$ cat src/hdl/assert_macros.svh
// Assertion macros shared by the RTL of the delay line.
// Included by modules that carry concurrent checks; no other dependencies.
`ifndef ASSERT_MACROS_SVH
`define ASSERT_MACROS_SVH
`ifndef SYNTH
`define ASSERT_IMPLY(lbl, ck, rn, ante, cons) \
  lbl: assert property (@(posedge ck) disable iff (!rn) (ante) |-> (cons)) \
    else $error("implication check failed");
`define ASSERT_NEXT(lbl, ck, rn, ante, cons) \
  lbl: assert property (@(posedge ck) disable iff (!rn) (ante) |=> (cons)) \
    else $error("next-cycle check failed");
`define ASSERT_NEVER(lbl, ck, rn, expr) \
  lbl: assert property (@(posedge ck) disable iff (!rn) !(expr)) \
    else $error("forbidden condition seen");
`else
`define ASSERT_IMPLY(lbl, ck, rn, ante, cons)
`define ASSERT_NEXT(lbl, ck, rn, ante, cons)
`define ASSERT_NEVER(lbl, ck, rn, expr)
`endif
`endif

$ cat src/hdl/fdl_out_fifo.sv
// Small result queue that decouples the arithmetic pipeline from the receiver.
// Reports its fill level so the input side can hold back words it cannot place.
`default_nettype none

module fdl_out_fifo #(
  parameter int W     = 16,
  parameter int DEPTH = 4,
  localparam int PW   = $clog2(DEPTH),
  localparam int CW   = $clog2(DEPTH + 1)
) (
  input  wire logic          clk,
  input  wire logic          rst_n,
  input  wire logic          push,
  input  wire logic [W-1:0]  push_data,
  output logic               out_valid,
  input  wire logic          out_stall,
  output logic      [W-1:0]  out_data,
  output logic      [CW-1:0] count
);

  logic [W-1:0]  mem_r [DEPTH];
  logic [PW-1:0] wptr_r;
  logic [PW-1:0] rptr_r;
  logic [CW-1:0] count_r;
  logic          pop;

  assign out_valid = (count_r != '0);
  assign pop       = out_valid && !out_stall;
  assign out_data  = mem_r[rptr_r];
  assign count     = count_r;

  always_ff @(posedge clk) begin
    if (push) begin
      mem_r[wptr_r] <= push_data;
    end
  end

  always_ff @(posedge clk) begin
    if (!rst_n) begin
      wptr_r  <= '0;
      rptr_r  <= '0;
      count_r <= '0;
    end else begin
      if (push) begin
        wptr_r <= wptr_r + PW'(1);
      end
      if (pop) begin
        rptr_r <= rptr_r + PW'(1);
      end
      priority if (push && !pop) begin
        count_r <= count_r + CW'(1);
      end else if (pop && !push) begin
        count_r <= count_r - CW'(1);
      end else begin
        count_r <= count_r;
      end
    end
  end

endmodule

`default_nettype wire

$ cat config.mk
export PLATFORM = sky130hd
export DESIGN_NAME = fdl_out_fifo
export DESIGN_NICKNAME = d
export VERILOG_FILES = /design/src/hdl/assert_macros.svh /design/src/hdl/fdl_out_fifo.sv
export SDC_FILE = /design/constraint.sdc
export NUM_CORES = 1
export LEC_CHECK = 0
export BUFFER_PORTS_ARGS = -buffer_cell sky130_fd_sc_hd__buf_2
export CAP_MARGIN = 20
export CORE_MARGIN = 3
export CORE_UTILIZATION = 50
export DETAILED_ROUTE_END_ITERATION = 8
export GPL_TIMING_DRIVEN = 0
export PLACE_DENSITY_LB_ADDON = 0.12
export SLEW_MARGIN = 15
export SYNTH_ARGS = -nofsm -noshare
export SYNTH_HDL_FRONTEND = slang
export SYNTH_SLANG_ARGS = --single-unit
$ cat constraint.sdc
create_clock -name clk -period 2.1 [get_ports clk]
set_clock_uncertainty 0.05 [all_clocks]
set_input_delay 0 -clock clk [delete_from_list [all_inputs] [get_ports clk]]
set_output_delay 0 -clock clk [all_outputs]
set_load 0.03 [all_outputs]
Word level (Yosys, flattened, before mapping):

Memory sizes are Yosys's and may differ from the RTL's. A register that Yosys moved wholly into a read port is not among the register bits.
Index checks and enable logic that the tools add are counted.

* add/subtract/negate cells: 4
* multiplexer cells: 6
* reduce and logical (&&, ||, !) cells: 8

Operators with widths (number)
* 3-bit 2-to-1 mux: 2
* 2-bit by 1-bit adder with 2-bit output, second input constant: 2
* 2-bit 2-to-1 mux: 2
* 3-bit by 1-bit adder with 3-bit output, second input constant: 1
* 1-bit logical AND: 3
* 1-bit zero test: 3
* 3-bit nonzero test: 1
* 3-bit by 1-bit subtractor with 3-bit output, second input constant: 1
* 1-bit 2-to-1 mux: 2
* 2-bit nonzero test: 1

* bits in registers: 7
* bits in writable memories: 64
* input port bits: 20
* word-level logic and storage cells: 22
* memories kept: 1

Memory list
* mem_r: depth 4, bits a word 16, read ports 1, clocked after Yosys merged registers in 1, write ports 1, line fdl_out_fifo.sv:21 `logic [W-1:0] mem_r [DEPTH];`

Depth between registers and ports, before layout:

Gate-level depths: netlist of run 1.

* word-level depth: 5
* depth in mapped cells: 8
* mapped depth without buffers: 8

Worst setup path after synthesis of run 1:

No wires, ideal clock.

* path kind: reg2reg
* start: reg count_r[1], in the netlist count[1]
* end: reg count_r[2], in the netlist count[2]
* arrival: 2020 ps
* slack: -45 ps
* cell stages (with the launch flop): 9
* path buffers: 0
* period minus slack after synthesis: 2145 ps
* cells stage by stage: dfxtp_1 -> nor3_2 -> or2_2 -> ha_1 -> inv_1 -> fa_1 -> xor2_1 -> or3_1 -> a21boi_0

* cells in the longest elaborated chain, start to end: 5
* elaborated cells between the ends (all ways): 10
* classes of those cells: 2 x add/sub; 2 x mux; 6 x reduce/logical

RTL lines
* start, declared: line fdl_out_fifo.sv:24 `logic [CW-1:0] count_r;`
* start signal, assigned: line fdl_out_fifo.sv:51 `count_r <= count_r + CW'(1);`
* start signal, assigned: line fdl_out_fifo.sv:53 `count_r <= count_r - CW'(1);`
* start signal, assigned: line fdl_out_fifo.sv:55 `count_r <= count_r;`
* branches (longest 5 deep; another with 3-bit by 1-bit subtractor with 3-bit output)

Parallel ways; which one is timed is not known. The select of a mux whose other input is x is not followed.
A chain may end at the register's enable or synchronous reset.

Final worst setup path of run 1:

* start: reg count_r[2], in the netlist count[2]
* end: reg count_r[2], in the netlist count[2]

The elaborated chain is that of the path after synthesis.

==> results of run 1 <==
-- cell usage after synthesis --
cell type | n | area share
sky130_fd_sc_hd__nor2b_1 | 2 | 0.0045
sky130_fd_sc_hd__ha_1 | 5 | 0.022
sky130_fd_sc_hd__edfxtp_1 | 64 | 0.68
sky130_fd_sc_hd__a21boi_0 | 4 | 0.011
sky130_fd_sc_hd__dfxtp_1 | 9 | 0.064
sky130_fd_sc_hd__buf_2 | 2 | 0.0036
sky130_fd_sc_hd__xnor2_1 | 1 | 0.0031
sky130_fd_sc_hd__inv_1 | 4 | 0.0053
sky130_fd_sc_hd__or2_2 | 1 | 0.0022
sky130_fd_sc_hd__mux2i_1 | 2 | 0.0071
sky130_fd_sc_hd__buf_12 | 1 | 0.0071
sky130_fd_sc_hd__o21ai_0 | 3 | 0.0053
sky130_fd_sc_hd__buf_6 | 1 | 0.0040
sky130_fd_sc_hd__nand2b_1 | 1 | 0.0022
sky130_fd_sc_hd__and2_1 | 6 | 0.013
sky130_fd_sc_hd__nor3_2 | 1 | 0.0036
sky130_fd_sc_hd__xor2_1 | 2 | 0.0062
sky130_fd_sc_hd__mux4_1 | 6 | 0.056
sky130_fd_sc_hd__mux4_2 | 10 | 0.080
sky130_fd_sc_hd__fa_1 | 1 | 0.0071
sky130_fd_sc_hd__or3_1 | 3 | 0.0067
-- through the flow --
step	area [um2]	utilization	cells
after CTS	3510	0.6660	274
final	3530	0.6698	275
after global routing	3530	0.6698	275
after floorplan	2809	-	129
after detailed placement	3092	0.5867	238
after global placement	3092	0.5867	238
-- state kept, by name, indices dropped and copies added (netlist names), named ones only --
signal and cells:
rptr_r 2, count 3, mem_r 64, wptr_r 2
-- worst min path at each step --
stage,endpoint,slack [ns],cells after the start
5_1_grt,mem_r[1][10],0.37,2
3_5_place_dp,mem_r[0][9],0.17,1
2_1_floorplan,mem_r[0][0],0.05,0
3_3_place_gp,mem_r[3][13],0.16,1
6_report,mem_r[1][10],0.37,2
4_1_cts,mem_r[2][3],0.35,2
-- what timing repair did --
action | in CTS | in global routing
pin swaps | 1 | 1
endpoints found under the hold margin | 73 | 0
hold buffers | 19 | 0
setup buffers | 1 | 1
resized for setup | 1 | 6
setup endpoints to repair | 1 | 1
-- final cells by class --
| class | instances | area share |
|---|---|---|
| inverter | 4 | 0.004254 |
| multi-input combinational | 48 | 0.1875 |
| timing repair buffer | 60 | 0.1134 |
| tap | 70 | 0.02481 |
| buffer | 4 | 0.01170 |
| sequential | 73 | 0.5977 |
| clock inverter | 3 | 0.01843 |
| clock buffer | 13 | 0.04218 |
-- cells by family after synthesis --
family,Yosys count
simple gates,14
mux,18
buf+inv,8
compound gates,7
flops,73
xor+xnor,3
fa+ha+maj,6
-- layer usage --
metal / routed length, um / global-route usage / share of wire
met5: 0 / 0 / 0
met4: 96 / 0.09122 / 0.021
met3: 184 / 0.03659 / 0.040
met2: 2451 / 0.2833 / 0.53
met1: 1912 / 0.1899 / 0.41
-- worst reg2reg max path, stage by stage (launching register included) --
cell	delay, ns
sky130_fd_sc_hd__dfxtp_4	0.36
sky130_fd_sc_hd__nor3_4	0.18
sky130_fd_sc_hd__or2_4	0.14
sky130_fd_sc_hd__ha_2	0.17
sky130_fd_sc_hd__inv_1	0.06
sky130_fd_sc_hd__fa_2	0.33
sky130_fd_sc_hd__xor2_1	0.15
sky130_fd_sc_hd__or3_1	0.31
sky130_fd_sc_hd__a21boi_1	0.14
-- report_power, final --
part / total, mW / internal, mW / switching (mW)
Clock: 1.17 / 0.702 / 0.464
Combinational: 1.06 / 0.463 / 0.595
Sequential: 1.76 / 1.70 / 0.0570
Total: 3.98 / 2.86 / 1.12
==> flow_summary.yaml, run 1 <==
run_status:
  status: "finished clean"
sta:
  setup_ws_ns: 0.1464
  hold_violations: 0
  period_needed_ns: 1.954
  period_share: 0.9303
  max_slew_margin: 0.4324
  holdWs_ns: 0.3701
  setup_viol: 0
  fin_setup_tns_ns: 0
  grt_setup_unrepaired: "false"
  achievable-frequency_mhz: 511.9
  slew_violations: 0
  actual_transition_at_the_worst_max_transition_pin_ns: 0.8513
worst_setup_path:
  worst-endpoint-required_ns: 2.30
  crit_path_max_fanout: 4
  cp_peak_stage_delay_ns: 0.36
  setup.worst_path.class: "reg2reg"
  worstSetupEndpoint: "count[2]"
  path_delay_family: "simple AND/OR/NAND/NOR gates"
  worst-r2r-cell-count: 8
  crit-reg2reg-capture: "count[2]"
  critPathLaunch: "count[2]"
  crit_cells: 8
  crit-reg2reg-launch: "count[2]"
  ff2ff_setup_slack_ns: 0.15
  cp-end-kind: "flip-flop"
  crit_path_start_kind: "flip-flop"
  path_cells: "nor3_4 > or2_4 > ha_2 > inv_1 > fa_2 > xor2_1 > or3_1 > a21boi_1"
  worst-endpoint-arrival_ns: 2.16
  critical_path.slowest_cell: "sky130_fd_sc_hd__dfxtp_4"
  number_of_buffers_and_inverters_on_the_critical_path: 1
clock_tree:
  clk_path_buf_depth: 2
  source_to_sink_clock_delay_at_the_later_pin_of_the_worst_skew_pair_ns: 0.33
  cts_inserted_buffers: 9
  clockRootBuffer: "sky130_fd_sc_hd__clkbuf_8"
  cts_tree: "yes"
  cts_htree_levels: 3
  clkSinkCount: 73
  clk_transition_reported_paths_ns: 0.07
synthesis:
  ys.warnings.count: 0
  yosys_register_bits: 73
  synthesis.nets: 155
  synth_simple_gate_area_share: 0.03255
  synth.area.mux_share: 0.1436
  yosysUniqueCellTypes: 21
  largest_family_of_logic_cells_by_synthesized_area: "multiplexers"
  post_synthesis_cells: 129
  syn-mean-instance-area_um2: 21.76
  synth-xor-area-share: 0.009362
  synth_fa_ha_area_frac: 0.02942
  post_synthesis_compound_gate_area_fraction: 0.01605
  syn_area_um2: 2806
  ys_seq_area_frac: 0.7490
hold_path:
  min-delay-path-class: "in2reg"
  hold_start: "push_data[10]"
global_routing:
  initial_antenna_violation_count: 0
  grt.total_usage: 0.1643
  grt_first_pass_wirelength_mm: 7.617
  number_of_global_route_vias_before_repair: 1590
  grt_max_degree: 17
  grt-ovfl-total: 0
cells_and_area:
  antenna_cells: 0
  flow.area_growth_from_synthesis_pct: 25.77
  fillerInstances: 372
  layout.cells.most_common: "sky130_fd_sc_hd__edfxtp_1"
  seq_cell_area_um2: 2110
  finalNetCount: 226
  multi_input_area_um2: 661.9
  post_route_cells_drive_above_1_share: 0.3610
  commonest_non_fill_non_tap_cells_in_the_layout: "sky130_fd_sc_hd__edfxtp_1 (64), sky130_fd_sc_hd__buf_2 (41), sky130_fd_sc_hd__dlygate4sd3_1 (19)"
drt:
  detail_route.iter0.violations: 95
  finalWirelength_mm: 4.645
  firstDrtPassIters: 4
  number_of_antenna_violating_nets_in_the_routed_design: 0
  routed_wire_length_per_instance_um: 16.89
  remaining_routing_drc_violations: 0
  viasPerCell: 5.164
  dr_total_vias: 1420
power_and_ir_drop:
  peakVddDrop_mv: 0.6356
  total_leakage_power_nw: 1.273
  power_density_nw_per_um2: 1128
  fin_total_pwr_mw: 3.981
placement:
  buffer_ports.inserted: 39
  post-dp-hpwl_mm: 2.992
  placement.setup.worst_slack_ns: -0.08134
  gp_congestion: 0.7316
floorplan:
  die_w_um: 80.92
  floorplan.initialDensity: 0.5325
  top_level_i_o_count: 40
  rows: 26
  design.die.area_um2: 6548
  floorplan.die.height_um: 80.92
  placeable_core_region_um2: 5270
run:
  drv.max_cap_violation_count: 0
Power figures use the tool's default switching activity.
==> run 2: changes to the inputs <==
- ABC_AREA: not set -> 1
==> run 2 against run 1 <==
  * Sequential cell count did not move
  * Cell count rose by 31%
  * Critical path depth grew 3
  * Area after synthesis rose by 0.18%
  * Clock power decreased by 22%
  * Routed wire length increased by 18%
  * Synthesized cell count increased by 67%
  * Die area up 0.16%
  * Power decreased by 8.7%
  * Non-clock buffer count grew 2
  * Critical path type unchanged
  * Highest routed layer unchanged
==> flow_summary.yaml, run 2 <==
floorplan:
  floorplan.die.height_um: 80.99
  rows: 26
  die_w_um: 80.99
  top_level_i_o_count: 40
  placeable_core_region_um2: 5270
  design.die.area_um2: 6559
  floorplan.initialDensity: 0.5335
cells_and_area:
  post_route_cells_drive_above_1_share: 0.2103
  finalNetCount: 311
  final_cell_area_um2: 3446
  commonest_non_fill_non_tap_cells_in_the_layout: "sky130_fd_sc_hd__edfxtp_1 (64), sky130_fd_sc_hd__buf_2 (45), sky130_fd_sc_hd__nor2_1 (38)"
  top_register: "mem_r"
  antenna_cells: 0
  flow.area_growth_from_synthesis_pct: 22.56
  layout.cells.most_common: "sky130_fd_sc_hd__edfxtp_1"
  max_reg_flops: 64
global_routing:
  number_of_global_route_vias_before_repair: 1762
  grt.total_usage: 0.1833
  initial_antenna_violation_count: 0
  grt_first_pass_wirelength_mm: 8.652
  grt-ovfl-total: 0
  grt_max_degree: 17
drt:
  detail_route.iter0.violations: 153
  viasPerCell: 5.189
  dr_total_vias: 1868
  remaining_routing_drc_violations: 0
  firstDrtPassIters: 4
  finalWirelength_mm: 5.471
  number_of_antenna_violating_nets_in_the_routed_design: 0
  routed_wire_length_per_instance_um: 15.20
clock_tree:
  source_to_sink_clock_delay_at_the_later_pin_of_the_worst_skew_pair_ns: 0.33
  post-cts-setup-buffer-count: 0
  clkSinkCount: 73
  clk_path_buf_depth: 2
  cts_tree: "yes"
  clk_transition_reported_paths_ns: 0.07
  clockRootBuffer: "sky130_fd_sc_hd__clkbuf_8"
  cts_htree_levels: 3
  cts_inserted_buffers: 9
hold_path:
  min-delay-path-class: "in2reg"
synthesis:
  synthArstFlopShare: 0
  primary_flip_flop_cell_chosen_by_synthesis_mapping: "sky130_fd_sc_hd__edfxtp_1"
  ys.warnings.count: 0
  post_synthesis_cells: 216
  syn-mean-instance-area_um2: 13.02
  yosys_register_bits: 73
  synthesis.nets: 242
  synthDominantAreaCellType: "sky130_fd_sc_hd__edfxtp_1"
  number_of_flops_mapped_to_enable_cells_by_yosys: 64
  ys_top_cells_by_count: "sky130_fd_sc_hd__edfxtp_1 (64), sky130_fd_sc_hd__nor2_1 (38), sky130_fd_sc_hd__o21ai_1 (28), sky130_fd_sc_hd__o22ai_1 (16), sky130_fd_sc_hd__inv_1 (14)"
  post-synth-top-count-cell: "sky130_fd_sc_hd__edfxtp_1"
  top_cells_by_area_synth: "sky130_fd_sc_hd__edfxtp_1 (68%), sky130_fd_sc_hd__dfxtp_1 (6.4%), sky130_fd_sc_hd__nor2_1 (5.1%)"
  ys_seq_area_frac: 0.7477
  post_synth_top_area_share: 0.6836
  syn_area_um2: 2811
  yosysUniqueCellTypes: 16
sta:
  hold_violations: 0
  period_share: 0.8671
  setup_viol: 0
  period_needed_ns: 1.821
  actual_transition_at_the_worst_max_transition_pin_ns: 0.7396
  max_slew_margin: 0.5064
  grt_setup_unrepaired: "false"
  fin_setup_tns_ns: 0
  slew_violations: 0
  achievable-frequency_mhz: 549.2
placement:
  post-dp-hpwl_mm: 3.298
  buffer_ports.inserted: 39
  place_area_um2: 3094
  gp_congestion: 0.7007
worst_setup_path:
  crit_path_start_kind: "flip-flop"
  crit_path_max_fanout: 5
  setup.worst_path.class: "reg2reg"
  cp-end-kind: "flip-flop"
  worst-endpoint-arrival_ns: 2.03
  worst-endpoint-required_ns: 2.31
power_and_ir_drop:
  total_leakage_power_nw: 1.323
  power_density_nw_per_um2: 1055
  peakVddDrop_mv: 0.6440
run_status:
  status: "finished clean"
run:
  drv.max_cap_violation_count: 0
## run 2: cell types whose count changed in the layout (fill, tap and decap cells not counted), sizes merged, moves of 3 or more
cell	previous run	this run
nand2	0	13
o22ai	0	16
a21boi	4	0
and2	6	0
nor2	0	38
o21ai	3	36
a21oi	0	6
mux4	16	0
inv	4	17
or3	3	0
## run 2: layout make-up
type / count / area [um2]
timing repair buffer: 58 / 385.4
clock buffer: 15 / 156.4
inverter: 17 / 63.81
clock inverter: 1 / 5.005
multi-input combinational: 118 / 600.6
fill: 391 / 1824
buffer: 8 / 45.04
tap: 70 / 87.58
sequential: 73 / 2102
## run 2: final timing paths
kind / start / end / slack (ns) / depth (start not counted)
setup / recovery: count[1] / count[2] / 0.28 / 11
hold / removal: push_data[8] / mem_r[3][8] / 0.37 / 2
setup reg to reg: count[1] / count[2] / 0.28 / 11
hold reg to reg: rptr_r[0] / rptr_r[0] / 0.42 / 2
## run 2: cell families (layout without fill, tap and decap cells)
family                     count (synthesis)  in the layout  share of synthesized area
DFF                                       73             73                     0.7477
AOI/OAI and AO/OA                         58             58                     0.1104
and+or+nand+nor                           54             54                    0.07388
buffers and inverters                     25             99                    0.03872
adders and majority gates                  6              6                    0.02937
## run 2: per-layer routing
layer / part of all wire / GRT usage / up-vias
met5: 0 / 0 / -
met4: 0.021 / 0.08615 / 0
met3: 0.065 / 0.03437 / 12
met2: 0.48 / 0.2849 / 72
met1: 0.44 / 0.2506 / 868
li1: - / - / 916
## run 2: what timing repair did
item	4_1_cts	5_1_grt
resized for setup	0	0
endpoints found under the hold margin	73	0
hold buffers	19	0
setup endpoints to repair	0	0
## run 2: power by group
part	switching, mW	internal (mW)	leakage, nW
clock network	0.450	0.462	0.0817
registers	0.0536	1.67	0.662
logic	0.698	0.298	0.579
total	1.20	2.43	1.32
## run 2: worst max-delay path, stage by stage, from the launching register on
cell and delay [ns]:
sky130_fd_sc_hd__dfxtp_1 0.35, sky130_fd_sc_hd__nor2_1 0.13, sky130_fd_sc_hd__nand2_1 0.12, sky130_fd_sc_hd__nand2_1 0.13, sky130_fd_sc_hd__ha_1 0.19, sky130_fd_sc_hd__inv_2 0.05
sky130_fd_sc_hd__fa_1 0.37, sky130_fd_sc_hd__nand2_1 0.10, sky130_fd_sc_hd__nand3_1 0.07, sky130_fd_sc_hd__nand2_1 0.06, sky130_fd_sc_hd__inv_1 0.03, sky130_fd_sc_hd__nor2_1 0.10
## run 2: through the flow
stage | power (mW) | instances | util | hold WS (ns) | setup slack (ns)
global route | 3.826 | 360 | 0.6538 | 0.3627 | 0.04175
finish | 3.636 | 360 | 0.6538 | 0.3683 | 0.2791
global placement | 2.720 | 325 | 0.5871 | 0.1653 | 0.3133
CTS | 3.669 | 360 | 0.6538 | 0.3527 | 0.2732
floorplan | 2.430 | 216 | - | 0.04887 | 0.01243
detailed placement | 2.731 | 325 | 0.5871 | 0.1668 | 0.3025
